### src/rtl/rabin_pkg.sv
// Shared constants, types and helper functions for the Rabin encrypt/decrypt block.
// Used by every module under rtl; depends on nothing else.
`default_nettype none

package rabin_pkg;

    localparam int PRIME_BITS    = 16;
    localparam int MOD_BITS      = 2 * PRIME_BITS;
    localparam int VALUE_BITS    = 32;
    localparam int RESULT_BITS   = 32;
    localparam int DIV_BITS      = (MOD_BITS > VALUE_BITS) ? MOD_BITS : VALUE_BITS;
    localparam int DIV_CNT_BITS  = $clog2(DIV_BITS);
    localparam int APB_ADDR_BITS = 3;
    localparam int APB_DATA_BITS = 32;

    typedef logic [PRIME_BITS-1:0] prime_t;
    typedef logic [MOD_BITS-1:0]   mod_t;
    typedef logic [DIV_BITS-1:0]   div_t;

    localparam prime_t PRIME_P_RESET = prime_t'(23);
    localparam prime_t PRIME_Q_RESET = prime_t'(7);

    typedef enum logic {
        OP_ENCRYPT = 1'b0,
        OP_DECRYPT = 1'b1
    } opcode_t;

    typedef enum logic {
        REG_PRIME_P = 1'b0,
        REG_PRIME_Q = 1'b1
    } reg_index_t;

    typedef enum logic [3:0] {
        ST_IDLE,
        ST_PREP,
        ST_ENC_DIV,
        ST_ENC_MUL,
        ST_POW_START,
        ST_POW_LOOP,
        ST_POW_MULA,
        ST_POW_MULB,
        ST_INV_START,
        ST_INV_LOOP,
        ST_INV_DIV,
        ST_INV_MUL,
        ST_W_MUL,
        ST_X1_MUL,
        ST_X2_MUL,
        ST_ROOT
    } state_t;

    typedef struct packed {
        logic start;
        mod_t a;
        mod_t b;
        mod_t m;
    } mul_req_t;

    typedef struct packed {
        logic start;
        div_t dividend;
        div_t divisor;
    } div_req_t;

    typedef struct packed {
        logic done;
        div_t quotient;
        div_t remainder;
    } div_rsp_t;

    // Modular sum of two operands that are both already below m.
    function automatic mod_t add_mod(input mod_t x, input mod_t y, input mod_t m);
        logic [MOD_BITS:0] s;
        s = {1'b0, x} + {1'b0, y};
        if (s >= {1'b0, m}) begin
            s = s - {1'b0, m};
        end
        return s[MOD_BITS-1:0];
    endfunction

    // Square root exponent (m+1)/4 for a prime that is 3 mod 4.
    function automatic prime_t root_exp(input prime_t m);
        logic [PRIME_BITS:0] s;
        s = {1'b0, m} + {{PRIME_BITS{1'b0}}, 1'b1};
        return s[PRIME_BITS:2];
    endfunction

endpackage

`default_nettype wire

### src/rtl/rabin_encrypt_decrypt.sv
// Top level of the Rabin encrypt/decrypt unit: sequencer, APB registers and
// the shared serial divider and modular multiplier. Depends on rabin_pkg,
// rabin_regs, rabin_div and rabin_mulmod.
//
// Usage. An input beat on the s_ channel carries an opcode and a 32-bit value.
// Encrypt returns one result beat holding (value mod n)^2 mod n with n = p*q,
// root_index 0 and last set. Decrypt returns four result beats, the candidate
// roots built from the sign choices (v1,v2), (v1,-v2), (-v1,v2), (-v1,-v2),
// with root_index 0 to 3 and last set on the fourth.
// The block works on one item at a time: s_ready is high only while it is
// idle, and it drops from the accepted beat until the last result beat is taken.
// Every modular product runs through one shift-and-add multiplier that takes
// one multiplier bit per cycle, and every reduction and Euclid quotient through
// one restoring divider. A decrypt needs two exponentiations, each step a
// squaring plus a multiply on a set exponent bit, two extended Euclid runs
// and ten products modulo n. When the receiver stalls a result beat, the result
// register holds it and the sequencer waits. Reset (aresetn low at a clock
// edge) returns the sequencer to idle, drops m_valid and loads the prime
// registers with 23 and 7. A prime register holding zero acts as one.
`default_nettype none

module rabin_encrypt_decrypt (
    input  wire logic                                aclk,
    input  wire logic                                aresetn,
    input  wire logic                                s_valid,
    output logic                                     s_ready,
    input  wire logic                                s_opcode,
    input  wire logic [rabin_pkg::VALUE_BITS-1:0]    s_value,
    output logic                                     m_valid,
    input  wire logic                                m_ready,
    output logic      [rabin_pkg::RESULT_BITS-1:0]   m_result,
    output logic      [1:0]                          m_root_index,
    output logic                                     m_last,
    input  wire logic                                psel,
    input  wire logic                                penable,
    input  wire logic                                pwrite,
    input  wire logic [rabin_pkg::APB_ADDR_BITS-1:0] paddr,
    input  wire logic [rabin_pkg::APB_DATA_BITS-1:0] pwdata,
    output logic      [rabin_pkg::APB_DATA_BITS-1:0] prdata,
    output logic                                     pready
);
    import rabin_pkg::*;

    prime_t   cfg_p, cfg_q;
    mul_req_t mul_req;
    logic     mul_done;
    mod_t     mul_prod;
    div_req_t div_req;
    div_rsp_t div_rsp;

    rabin_regs u_regs (
        .aclk    (aclk),
        .aresetn (aresetn),
        .psel    (psel),
        .penable (penable),
        .pwrite  (pwrite),
        .paddr   (paddr),
        .pwdata  (pwdata),
        .prdata  (prdata),
        .pready  (pready),
        .prime_p (cfg_p),
        .prime_q (cfg_q)
    );

    rabin_div u_div (
        .aclk    (aclk),
        .aresetn (aresetn),
        .req     (div_req),
        .rsp     (div_rsp)
    );

    rabin_mulmod u_mul (
        .aclk    (aclk),
        .aresetn (aresetn),
        .req     (mul_req),
        .done    (mul_done),
        .product (mul_prod)
    );

    // Sequencer state and working registers.
    state_t                 state_reg, state_next;
    logic                   launched_reg, launched_next;
    opcode_t                op_reg, op_next;
    logic [VALUE_BITS-1:0]  val_reg, val_next;
    prime_t                 p_reg, p_next;
    prime_t                 q_reg, q_next;
    mod_t                   n_reg, n_next;
    logic                   pass_reg, pass_next;
    prime_t                 e_reg, e_next;
    prime_t                 base_reg, base_next;
    prime_t                 acc_reg, acc_next;
    prime_t                 v1_reg, v1_next;
    prime_t                 v2_reg, v2_next;
    prime_t                 ra_reg, ra_next;
    prime_t                 rb_reg, rb_next;
    prime_t                 ta_reg, ta_next;
    prime_t                 tb_reg, tb_next;
    prime_t                 quo_reg, quo_next;
    prime_t                 rn_reg, rn_next;
    prime_t                 inv1_reg, inv1_next;
    prime_t                 inv2_reg, inv2_next;
    mod_t                   w1_reg, w1_next;
    mod_t                   w2_reg, w2_next;
    mod_t                   x1_reg, x1_next;
    mod_t                   x2_reg, x2_next;
    logic [1:0]             k_reg, k_next;
    logic                   mvalid_reg, mvalid_next;
    logic [RESULT_BITS-1:0] res_reg, res_next;
    logic [1:0]             ridx_reg, ridx_next;
    logic                   last_reg, last_next;

    // Combinational helpers.
    prime_t              cur_m, oth_m;
    prime_t              n1, n2;
    prime_t              ta_red, tb_red, quo_red;
    prime_t              mul_low;
    logic [PRIME_BITS:0] tn_sum;
    prime_t              tn;
    mod_t                pq;
    mod_t                root;

    // The pass bit selects which prime the exponentiation or Euclid run is on.
    assign cur_m   = pass_reg ? q_reg : p_reg;
    assign oth_m   = pass_reg ? p_reg : q_reg;
    // Negation modulo the prime keeps a zero root at zero.
    assign n1      = (v1_reg == '0) ? '0 : p_reg - v1_reg;
    assign n2      = (v2_reg == '0) ? '0 : q_reg - v2_reg;
    assign ta_red  = (ta_reg >= cur_m) ? ta_reg - cur_m : ta_reg;
    assign tb_red  = (tb_reg >= cur_m) ? tb_reg - cur_m : tb_reg;
    assign quo_red = (quo_reg >= cur_m) ? quo_reg - cur_m : quo_reg;
    assign mul_low = mul_prod[PRIME_BITS-1:0];
    assign tn_sum  = {1'b0, ta_red} + {1'b0, cur_m - mul_low};
    assign tn      = (tn_sum >= {1'b0, cur_m}) ? PRIME_BITS'(tn_sum - {1'b0, cur_m})
                                               : tn_sum[PRIME_BITS-1:0];
    assign pq      = mod_t'(p_reg) * mod_t'(q_reg);
    assign root    = add_mod(x1_reg, x2_reg, n_reg);

    always_comb begin
        state_next    = state_reg;
        launched_next = launched_reg;
        op_next       = op_reg;
        val_next      = val_reg;
        p_next        = p_reg;
        q_next        = q_reg;
        n_next        = n_reg;
        pass_next     = pass_reg;
        e_next        = e_reg;
        base_next     = base_reg;
        acc_next      = acc_reg;
        v1_next       = v1_reg;
        v2_next       = v2_reg;
        ra_next       = ra_reg;
        rb_next       = rb_reg;
        ta_next       = ta_reg;
        tb_next       = tb_reg;
        quo_next      = quo_reg;
        rn_next       = rn_reg;
        inv1_next     = inv1_reg;
        inv2_next     = inv2_reg;
        w1_next       = w1_reg;
        w2_next       = w2_reg;
        x1_next       = x1_reg;
        x2_next       = x2_reg;
        k_next        = k_reg;
        mvalid_next   = mvalid_reg;
        res_next      = res_reg;
        ridx_next     = ridx_reg;
        last_next     = last_reg;
        mul_req       = '0;
        div_req       = '0;

        unique case (state_reg)
            ST_IDLE: begin
                if (s_valid) begin
                    op_next    = opcode_t'(s_opcode);
                    val_next   = s_value;
                    p_next     = (cfg_p == '0) ? prime_t'(1) : cfg_p;
                    q_next     = (cfg_q == '0) ? prime_t'(1) : cfg_q;
                    state_next = ST_PREP;
                end
            end

            ST_PREP: begin
                n_next    = pq;
                pass_next = 1'b0;
                if (op_reg == OP_ENCRYPT) begin
                    state_next = ST_ENC_DIV;
                end else begin
                    state_next = ST_POW_START;
                end
            end

            ST_ENC_DIV: begin
                div_req.dividend = div_t'(val_reg);
                div_req.divisor  = div_t'(n_reg);
                if (!launched_reg) begin
                    div_req.start = 1'b1;
                    launched_next = 1'b1;
                end else if (div_rsp.done) begin
                    launched_next = 1'b0;
                    x1_next       = div_rsp.remainder[MOD_BITS-1:0];
                    state_next    = ST_ENC_MUL;
                end
            end

            ST_ENC_MUL: begin
                mul_req.a = x1_reg;
                mul_req.b = x1_reg;
                mul_req.m = n_reg;
                if (!launched_reg) begin
                    mul_req.start = 1'b1;
                    launched_next = 1'b1;
                end else if (mul_done) begin
                    launched_next = 1'b0;
                    res_next      = RESULT_BITS'(mul_prod);
                    ridx_next     = 2'd0;
                    last_next     = 1'b1;
                    mvalid_next   = 1'b1;
                    state_next    = ST_ROOT;
                end
            end

            ST_POW_START: begin
                // Reduce the ciphertext modulo the current prime to seed the base.
                div_req.dividend = div_t'(val_reg);
                div_req.divisor  = div_t'(cur_m);
                if (!launched_reg) begin
                    div_req.start = 1'b1;
                    launched_next = 1'b1;
                end else if (div_rsp.done) begin
                    launched_next = 1'b0;
                    base_next     = div_rsp.remainder[PRIME_BITS-1:0];
                    acc_next      = prime_t'(1);
                    e_next        = root_exp(cur_m);
                    state_next    = ST_POW_LOOP;
                end
            end

            ST_POW_LOOP: begin
                if (e_reg == '0) begin
                    if (!pass_reg) begin
                        v1_next    = acc_reg;
                        pass_next  = 1'b1;
                        state_next = ST_POW_START;
                    end else begin
                        v2_next    = acc_reg;
                        pass_next  = 1'b0;
                        state_next = ST_INV_START;
                    end
                end else if (e_reg[0]) begin
                    state_next = ST_POW_MULA;
                end else begin
                    state_next = ST_POW_MULB;
                end
            end

            ST_POW_MULA: begin
                mul_req.a = mod_t'(acc_reg);
                mul_req.b = mod_t'(base_reg);
                mul_req.m = mod_t'(cur_m);
                if (!launched_reg) begin
                    mul_req.start = 1'b1;
                    launched_next = 1'b1;
                end else if (mul_done) begin
                    launched_next = 1'b0;
                    acc_next      = mul_low;
                    state_next    = ST_POW_MULB;
                end
            end

            ST_POW_MULB: begin
                mul_req.a = mod_t'(base_reg);
                mul_req.b = mod_t'(base_reg);
                mul_req.m = mod_t'(cur_m);
                if (!launched_reg) begin
                    mul_req.start = 1'b1;
                    launched_next = 1'b1;
                end else if (mul_done) begin
                    launched_next = 1'b0;
                    base_next     = mul_low;
                    e_next        = e_reg >> 1;
                    state_next    = ST_POW_LOOP;
                end
            end

            ST_INV_START: begin
                // Euclid on (m, other mod m); the coefficient is the CRT inverse.
                div_req.dividend = div_t'(oth_m);
                div_req.divisor  = div_t'(cur_m);
                if (!launched_reg) begin
                    div_req.start = 1'b1;
                    launched_next = 1'b1;
                end else if (div_rsp.done) begin
                    launched_next = 1'b0;
                    ra_next       = cur_m;
                    rb_next       = div_rsp.remainder[PRIME_BITS-1:0];
                    ta_next       = '0;
                    tb_next       = prime_t'(1);
                    state_next    = ST_INV_LOOP;
                end
            end

            ST_INV_LOOP: begin
                if (rb_reg == '0) begin
                    if (!pass_reg) begin
                        inv1_next  = ta_red;
                        pass_next  = 1'b1;
                        state_next = ST_INV_START;
                    end else begin
                        inv2_next  = ta_red;
                        pass_next  = 1'b0;
                        state_next = ST_W_MUL;
                    end
                end else begin
                    state_next = ST_INV_DIV;
                end
            end

            ST_INV_DIV: begin
                div_req.dividend = div_t'(ra_reg);
                div_req.divisor  = div_t'(rb_reg);
                if (!launched_reg) begin
                    div_req.start = 1'b1;
                    launched_next = 1'b1;
                end else if (div_rsp.done) begin
                    launched_next = 1'b0;
                    quo_next      = div_rsp.quotient[PRIME_BITS-1:0];
                    rn_next       = div_rsp.remainder[PRIME_BITS-1:0];
                    state_next    = ST_INV_MUL;
                end
            end

            ST_INV_MUL: begin
                mul_req.a = mod_t'(quo_red);
                mul_req.b = mod_t'(tb_red);
                mul_req.m = mod_t'(cur_m);
                if (!launched_reg) begin
                    mul_req.start = 1'b1;
                    launched_next = 1'b1;
                end else if (mul_done) begin
                    launched_next = 1'b0;
                    ra_next       = rb_reg;
                    rb_next       = rn_reg;
                    ta_next       = tb_reg;
                    tb_next       = tn;
                    state_next    = ST_INV_LOOP;
                end
            end

            ST_W_MUL: begin
                // Fold each inverse with the other prime once: w1 = inv1*q, w2 = inv2*p.
                mul_req.a = pass_reg ? mod_t'(inv2_reg) : mod_t'(inv1_reg);
                mul_req.b = pass_reg ? mod_t'(p_reg) : mod_t'(q_reg);
                mul_req.m = n_reg;
                if (!launched_reg) begin
                    mul_req.start = 1'b1;
                    launched_next = 1'b1;
                end else if (mul_done) begin
                    launched_next = 1'b0;
                    if (!pass_reg) begin
                        w1_next   = mul_prod;
                        pass_next = 1'b1;
                    end else begin
                        w2_next    = mul_prod;
                        pass_next  = 1'b0;
                        k_next     = 2'd0;
                        state_next = ST_X1_MUL;
                    end
                end
            end

            ST_X1_MUL: begin
                mul_req.a = k_reg[1] ? mod_t'(n1) : mod_t'(v1_reg);
                mul_req.b = w1_reg;
                mul_req.m = n_reg;
                if (!launched_reg) begin
                    mul_req.start = 1'b1;
                    launched_next = 1'b1;
                end else if (mul_done) begin
                    launched_next = 1'b0;
                    x1_next       = mul_prod;
                    state_next    = ST_X2_MUL;
                end
            end

            ST_X2_MUL: begin
                mul_req.a = k_reg[0] ? mod_t'(n2) : mod_t'(v2_reg);
                mul_req.b = w2_reg;
                mul_req.m = n_reg;
                if (!launched_reg) begin
                    mul_req.start = 1'b1;
                    launched_next = 1'b1;
                end else if (mul_done) begin
                    launched_next = 1'b0;
                    x2_next       = mul_prod;
                    state_next    = ST_ROOT;
                end
            end

            ST_ROOT: begin
                // Load the result register on entry from decrypt, then hold
                // until the beat is taken.
                if (!mvalid_reg) begin
                    res_next    = RESULT_BITS'(root);
                    ridx_next   = k_reg;
                    last_next   = (k_reg == 2'd3);
                    mvalid_next = 1'b1;
                end else if (m_ready) begin
                    mvalid_next = 1'b0;
                    if (last_reg) begin
                        state_next = ST_IDLE;
                    end else begin
                        k_next     = k_reg + 2'd1;
                        state_next = ST_X1_MUL;
                    end
                end
            end

            default: state_next = ST_IDLE;
        endcase
    end

    always_ff @(posedge aclk) begin
        if (!aresetn) begin
            state_reg    <= ST_IDLE;
            launched_reg <= 1'b0;
            mvalid_reg   <= 1'b0;
            pass_reg     <= 1'b0;
            k_reg        <= 2'd0;
        end else begin
            state_reg    <= state_next;
            launched_reg <= launched_next;
            mvalid_reg   <= mvalid_next;
            pass_reg     <= pass_next;
            k_reg        <= k_next;
        end
        op_reg   <= op_next;
        val_reg  <= val_next;
        p_reg    <= p_next;
        q_reg    <= q_next;
        n_reg    <= n_next;
        e_reg    <= e_next;
        base_reg <= base_next;
        acc_reg  <= acc_next;
        v1_reg   <= v1_next;
        v2_reg   <= v2_next;
        ra_reg   <= ra_next;
        rb_reg   <= rb_next;
        ta_reg   <= ta_next;
        tb_reg   <= tb_next;
        quo_reg  <= quo_next;
        rn_reg   <= rn_next;
        inv1_reg <= inv1_next;
        inv2_reg <= inv2_next;
        w1_reg   <= w1_next;
        w2_reg   <= w2_next;
        x1_reg   <= x1_next;
        x2_reg   <= x2_next;
        res_reg  <= res_next;
        ridx_reg <= ridx_next;
        last_reg <= last_next;
    end

    assign s_ready      = (state_reg == ST_IDLE);
    assign m_valid      = mvalid_reg;
    assign m_result     = res_reg;
    assign m_root_index = ridx_reg;
    assign m_last       = last_reg;

endmodule

`default_nettype wire

### src/rtl/rabin_regs.sv
// APB register file holding the two secret primes.
// Depends on rabin_pkg.
`default_nettype none

module rabin_regs (
    input  wire logic                                aclk,
    input  wire logic                                aresetn,
    input  wire logic                                psel,
    input  wire logic                                penable,
    input  wire logic                                pwrite,
    input  wire logic [rabin_pkg::APB_ADDR_BITS-1:0] paddr,
    input  wire logic [rabin_pkg::APB_DATA_BITS-1:0] pwdata,
    output logic      [rabin_pkg::APB_DATA_BITS-1:0] prdata,
    output logic                                     pready,
    output rabin_pkg::prime_t                        prime_p,
    output rabin_pkg::prime_t                        prime_q
);
    import rabin_pkg::*;

    prime_t     prime_p_reg;
    prime_t     prime_q_reg;
    reg_index_t idx;
    logic       wr_en;

    assign idx    = reg_index_t'(paddr[2]);
    assign wr_en  = psel & penable & pwrite;
    assign pready = 1'b1;

    always_ff @(posedge aclk) begin
        if (!aresetn) begin
            prime_p_reg <= PRIME_P_RESET;
            prime_q_reg <= PRIME_Q_RESET;
        end else if (wr_en) begin
            unique case (idx)
                REG_PRIME_P: prime_p_reg <= pwdata[PRIME_BITS-1:0];
                REG_PRIME_Q: prime_q_reg <= pwdata[PRIME_BITS-1:0];
                default:     prime_p_reg <= prime_p_reg;
            endcase
        end
    end

    always_comb begin
        unique case (idx)
            REG_PRIME_P: prdata = APB_DATA_BITS'(prime_p_reg);
            REG_PRIME_Q: prdata = APB_DATA_BITS'(prime_q_reg);
            default:     prdata = '0;
        endcase
    end

    assign prime_p = prime_p_reg;
    assign prime_q = prime_q_reg;

endmodule

`default_nettype wire

### src/rtl/rabin_div.sv
// Restoring divider, one quotient bit per cycle; gives quotient and remainder.
// Depends on rabin_pkg.
`default_nettype none

module rabin_div (
    input  wire logic          aclk,
    input  wire logic          aresetn,
    input  rabin_pkg::div_req_t req,
    output rabin_pkg::div_rsp_t rsp
);
    import rabin_pkg::*;

    logic                    busy_reg, busy_next;
    logic                    done_reg, done_next;
    logic [DIV_CNT_BITS-1:0] cnt_reg, cnt_next;
    div_t                    quo_reg, quo_next;
    div_t                    rem_reg, rem_next;
    div_t                    dvs_reg, dvs_next;
    logic [DIV_BITS:0]       trial;

    assign trial = {rem_reg, quo_reg[DIV_BITS-1]};

    always_comb begin
        busy_next = busy_reg;
        done_next = 1'b0;
        cnt_next  = cnt_reg;
        quo_next  = quo_reg;
        rem_next  = rem_reg;
        dvs_next  = dvs_reg;
        if (!busy_reg) begin
            if (req.start) begin
                busy_next = 1'b1;
                cnt_next  = DIV_CNT_BITS'(DIV_BITS - 1);
                quo_next  = req.dividend;
                rem_next  = '0;
                dvs_next  = req.divisor;
            end
        end else begin
            // The dividend shifts out of the top while quotient bits enter below.
            if (trial >= {1'b0, dvs_reg}) begin
                rem_next = DIV_BITS'(trial - {1'b0, dvs_reg});
                quo_next = {quo_reg[DIV_BITS-2:0], 1'b1};
            end else begin
                rem_next = trial[DIV_BITS-1:0];
                quo_next = {quo_reg[DIV_BITS-2:0], 1'b0};
            end
            if (cnt_reg == '0) begin
                busy_next = 1'b0;
                done_next = 1'b1;
            end else begin
                cnt_next = cnt_reg - 1'b1;
            end
        end
    end

    always_ff @(posedge aclk) begin
        if (!aresetn) begin
            busy_reg <= 1'b0;
            done_reg <= 1'b0;
        end else begin
            busy_reg <= busy_next;
            done_reg <= done_next;
        end
        cnt_reg <= cnt_next;
        quo_reg <= quo_next;
        rem_reg <= rem_next;
        dvs_reg <= dvs_next;
    end

    assign rsp.done      = done_reg;
    assign rsp.quotient  = quo_reg;
    assign rsp.remainder = rem_reg;

endmodule

`default_nettype wire

### src/rtl/rabin_mulmod.sv
// Bit-serial shift-and-add modular multiplier, one multiplier bit per cycle.
// Depends on rabin_pkg (add_mod).
`default_nettype none

module rabin_mulmod (
    input  wire logic          aclk,
    input  wire logic          aresetn,
    input  rabin_pkg::mul_req_t req,
    output logic               done,
    output rabin_pkg::mod_t    product
);
    import rabin_pkg::*;

    logic busy_reg, busy_next;
    logic done_reg, done_next;
    mod_t a_reg, a_next;
    mod_t b_reg, b_next;
    mod_t m_reg, m_next;
    mod_t acc_reg, acc_next;

    always_comb begin
        busy_next = busy_reg;
        done_next = 1'b0;
        a_next    = a_reg;
        b_next    = b_reg;
        m_next    = m_reg;
        acc_next  = acc_reg;
        if (!busy_reg) begin
            if (req.start) begin
                // Operands arrive no larger than the modulus, so one subtract reduces them.
                busy_next = 1'b1;
                m_next    = req.m;
                a_next    = (req.a >= req.m) ? req.a - req.m : req.a;
                b_next    = (req.b >= req.m) ? req.b - req.m : req.b;
                acc_next  = '0;
            end
        end else if (b_reg == '0) begin
            busy_next = 1'b0;
            done_next = 1'b1;
        end else begin
            if (b_reg[0]) begin
                acc_next = add_mod(acc_reg, a_reg, m_reg);
            end
            a_next = add_mod(a_reg, a_reg, m_reg);
            b_next = b_reg >> 1;
        end
    end

    always_ff @(posedge aclk) begin
        if (!aresetn) begin
            busy_reg <= 1'b0;
            done_reg <= 1'b0;
        end else begin
            busy_reg <= busy_next;
            done_reg <= done_next;
        end
        a_reg   <= a_next;
        b_reg   <= b_next;
        m_reg   <= m_next;
        acc_reg <= acc_next;
    end

    assign done    = done_reg;
    assign product = acc_reg;

endmodule

`default_nettype wire

### config.mk
export PLATFORM = sky130hd
export DESIGN_NAME = rabin_encrypt_decrypt
export DESIGN_NICKNAME = d
export VERILOG_FILES = /design/src/rtl/rabin_pkg.sv /design/src/rtl/rabin_encrypt_decrypt.sv /design/src/rtl/rabin_regs.sv /design/src/rtl/rabin_div.sv /design/src/rtl/rabin_mulmod.sv
export SDC_FILE = /design/constraint.sdc
export NUM_CORES = 2
export LEC_CHECK = 0
export ABC_AREA = 0
export BUFFER_PORTS_ARGS = -buffer_cell sky130_fd_sc_hd__buf_2
export CELL_PAD_IN_SITES_DETAIL_PLACEMENT = 1
export CELL_PAD_IN_SITES_GLOBAL_PLACEMENT = 1
export CORE_UTILIZATION = 55
export CTS_CLUSTER_DIAMETER = 100
export DETAILED_ROUTE_END_ITERATION = 7
export GPL_TIMING_DRIVEN = 1
export PLACE_DENSITY_LB_ADDON = 0.05
export SETUP_SLACK_MARGIN = 0.4
export SYNTH_ARGS = -nofsm -noshare
export SYNTH_HDL_FRONTEND = slang
export SYNTH_SLANG_ARGS = --single-unit
### constraint.sdc
create_clock -name aclk -period 27 [get_ports aclk]
set_input_delay 5.4 -clock aclk [delete_from_list [all_inputs] [get_ports aclk]]
set_output_delay 5.4 -clock aclk [all_outputs]
set_load 0.01 [all_outputs]
[After elaboration in Yosys (flattened, before gate mapping)]
Index checks and enable logic that the tools add are counted.
Storage, ports and cells
  bits in registers: 742
  output and inout port bits: 70
Operators by class
  add/subtract/negate cells: 20
  multiply operators: 1
  order comparisons: 10
  equal/unequal tests: 49
  muxes and demuxes: 145
  bitwise gates (word level): 6
  reductions and logical operators: 49
Operators by type and width (count)
  $mux 32: 25
  $pmux 97 s7: 1
  $mux 16: 34
  $pmux 65 s4: 1
  $pmux 16 s2: 7
  $pmux 32 s2: 3
  $sub 32x32->32: 6
  $ge 33x32->1: 4
  $mux 4: 28
  $sub 16x16->16: 7
  $add 32x32->33: 3
  $logic_not 16->1: 6
  $ge 32x32->1: 2
  $pmux 4 s15: 1
  $ge 16x16->1: 3
  $ne 2x2->1 const B: 21
  $eq 4x4->1 const B: 8
  $logic_not 32->1: 1
  $mul 16x16->32: 1
  $mux 1: 25
  $reduce_and 5->1: 5
  $ne 2x1->1 const B: 12
  $reduce_and 24->1: 1
  $reduce_and 3->1: 8
  27 further kinds: 67

[Depth between registers and ports, before layout]
  depth in word-level cells: 9
  depth in mapped cells: 42
  depth with buffers taken out: 34

[Modules after synthesis]
A second synthesis with hierarchy kept.
Unflattened totals
  cell total of the unflattened synthesis: 6242
  area total of the unflattened synthesis: 60027.6 µm²
Modules (own cells, without submodules)
  rabin_encrypt_decrypt: instances 1, cells each 3826, area an instance 37875.1 µm²
  rabin_mulmod: instances 1, cells each 1713, area an instance 14476.4 µm²
  rabin_div: instances 1, cells each 543, area an instance 6082.1 µm²
  rabin_regs: instances 1, cells each 160, area an instance 1594.0 µm²

[Worst setup path before layout]
Ideal clock, no wire load.
  path type: input port to output port
  start: input paddr[2] (netlist name)
  end: output prdata[10] (netlist name)
  data arrival time: 6462 ps
  setup slack: 15138 ps
  stages on the path: 3
  path buffers: 2
  path through: clkbuf_1 clkbuf_1 mux2_2
Between the ends
  longest elaborated chain between the ends: 2
Ends and longest elaborated chain
  start: declaration: line rabin_encrypt_decrypt.sv:37  | input wire logic [rabin_pkg::APB_ADDR_BITS-1:0] paddr,
  $not 1->1 (no source line)
  $pmux 32 s2 *: line rabin_regs.sv:43  | unique case (idx)
  end: declaration: line rabin_encrypt_decrypt.sv:39  | output logic [rabin_pkg::APB_DATA_BITS-1:0] prdata,
Every way passes the cells marked *; elsewhere a longest branch is shown, timed or not. The select of a mux whose other input is x is not followed.

[Worst setup path in the final report]
  start: input paddr[2] (netlist name)
  end: output prdata[14] (netlist name)
Same word-level chain as after synthesis.

==> run_results.csv <==
group,metric,value,unit
global_route,overflow,0,
floorplan,die_x,331,µm
global_route,grt_max_degree,74,
sta,worst_pin_slew,1.46,ns
synthesis,yosysUniqueCellTypes,96,
sta,maxSlewHeadroom,1.54,%
route,via_per_inst,6.67,
synthesis,ys_ff_latch,741,
clock_tree,cts_buffers,86,
global_route,antenna_found_initial,18,
route,drt-total-wl,237000,µm
global_route,grt_pass1_vias,53500,
clock_tree,clk_pin_slew,0.06,ns
setup_path,worstSetupPathType,"in2out",
sta,clock_skew,0.0192,ns
route,vias,52000,
floorplan,start_util,55.6,%
clock_tree,clkSinkCount,741,
setup_path,startpoint,"paddr[2]",
finish,area_growth,8.52,%
setup_path,reg2reg_setup_slack,16.55,ns
setup_path,r2r_cells,35,
run_status,outcome,"finished with violations",
floorplan,rows,120,
route,ant_nets,0,
synthesis,postSynthCellCount,6268,
sta,min_period,11.71,ns
clock_tree,clkLatencyLatePin,0.68,ns
sta,setup_violations,0,
clock_tree,htreeDepth,3,
floorplan,coreArea,0.107,mm²
synthesis,synth-edff-count,696,
clock_tree,root_buffer,"clkbuf_16",
route,routedWlPerCell,30.4,µm
route,dr.pass1.iters,6,
route,drc,0,
setup_path,r2r-end,"tb_reg[3]",
finish,drive_above_1_share,8.12,%
clock_tree,clockBufferDepth,3,
sta,slew_violations,0,
clock_tree,cts_setup_buffers,0,
sta,fin_setup_tns,0,ns
placement,io_buffers,109,
floorplan,die_area,0.110,mm²
sta,rsz0062_at_grt,"no",
synthesis,synthArstFlopShare,0,%
sta,finalHoldViolations,0,
route,drt_iter0_markers,5443,
floorplan,ios,145,
synthesis,yosysSeqAreaShare,36.5,%
synthesis,yosys_warnings,0,
finish,final_net_count,7080,
run_status,violations,"max-capacitance violations",
clock_tree,cts_tree,"built",
setup_path,worstPathArrival,6.31,ns
synthesis,synth_flop_cell,"edfxtp_1",
synthesis,syn_avg_cell_area,9.52,µm²
setup_path,crit_path_end,"prdata[14]",
finish,layout_common_cells,"723 x nand2_1, 696 x edfxtp_1, 564 x inv_1, 487 x ha_1, 468 x a21oi_1",
sta,clock.fmax,85.4,MHz
min_path,hold_class,"reg2reg",
setup_path,cp-end-kind,"primary output",
setup_path,critPathLaunchType,"input pin",
finish,num-fill-cells,12000,
sta,period_share,43.4,%
global_route,grt_pass1_wl,346000,µm
global_route,track_usage,42.3,%
setup_path,critPathMaxFanout,19,
clock_tree,ctsHoldBuffers,0,
finish,final_common_cell,"nand2_1",
flow_run,drv_cap,1,
placement,routabilityCongestion,0.998,
floorplan,die_height,331,µm
synthesis,synth_area,0.0597,mm²
placement,hpwl,179000,µm
setup_path,required,21.60,ns
clock_tree,cts.repair.resized,0,
setup_path,r2r_start,"pass_reg",
## cell usage after synthesis, types with 58 or more instances
master	n	area [µm²]
a21o_1	136	1020
inv_1	565	2120
xor2_1	89	780
nand3_1	111	556
clkbuf_1	210	788
nor2_1	365	1370
nand2_1	723	2710
and2_1	149	932
mux2i_1	160	1600
o21ai_0	273	1370
o21a_1	76	571
nor3_1	116	581
nor4_1	62	388
xnor2_1	223	1950
a21oi_1	469	2350
a211oi_1	64	480
nand4_1	62	388
fa_1	210	4200
ha_1	487	6090
and3_1	58	363
edfxtp_1	696	20900
## worst min path at each step
stage / startpoint / endpoint / slack [ns] / cells past startpoint
after floorplan: u_div.quo_reg[0] / quo_reg[0] / 0.43 / 0
after global placement: u_div.quo_reg[14] / quo_reg[14] / 0.43 / 0
after detailed placement: u_div.quo_reg[6] / quo_reg[6] / 0.44 / 0
after CTS: u_div.quo_reg[6] / quo_reg[6] / 0.46 / 0
after global routing: u_div.quo_reg[13] / quo_reg[13] / 0.46 / 0
final: u_div.quo_reg[13] / quo_reg[13] / 0.45 / 0
## worst max-delay path, stage by stage
cell and delay, ns:
buf_2 0.37, mux2_2 0.40, buf_2 0.14
## stage by stage
step / util [%] / hold slack (ns) / std cells / cell area (µm²) / worst slack (ns)
2_1_floorplan: - / 0.427 / 6283 / 59800 / 15.14
3_3_place_gp: 57.7 / 0.433 / 7623 / 61900 / 15.30
3_5_place_dp: 57.7 / 0.442 / 7623 / 61900 / 15.30
4_1_cts: 60.3 / 0.456 / 7782 / 64800 / 15.30
5_1_grt: 60.3 / 0.459 / 7782 / 64800 / 15.27
6_report: 60.3 / 0.453 / 7788 / 64800 / 15.29
## cell families (layout without fill, tap and decap cells)
family          Yosys count  after routing  synth area share, %
compound gates         1579           1579                 17.5
xor+xnor                312            312                 4.58
fa+ha+maj               697            697                 17.3
buf+inv                 852            948                 5.60
flops                   741            741                 36.5
mux                     219            219                 3.80
other cells               2             23               0.0126
simple gates           1866           1866                 14.7
## layer usage
| metal | GRT usage, % | share of wire [%] |
|---|---|---|
| met5 | 0 | 0.023 |
| met1 | 51.0 | 37 |
| met3 | 10.1 | 10 |
| met4 | 29.7 | 8.0 |
| met2 | 67.0 | 45 |
## area by class of cell
type | instances | area (µm²) | area share, %
Antenna cell | 6 | 15.0 | 0.0232
Clock buffer | 111 | 2380 | 3.68
Clock inverter | 48 | 475 | 0.734
Inverter | 569 | 2140 | 3.30
Multi-Input combinational cell | 4690 | 34800 | 53.8
Sequential cell | 741 | 21800 | 33.7
Tap cell | 1403 | 1760 | 2.71
Timing Repair Buffer | 220 | 1380 | 2.13
Power is left out: the tool's default activity adds up to more than one toggle a clock period on the data nets, which glitch-free logic cannot reach.
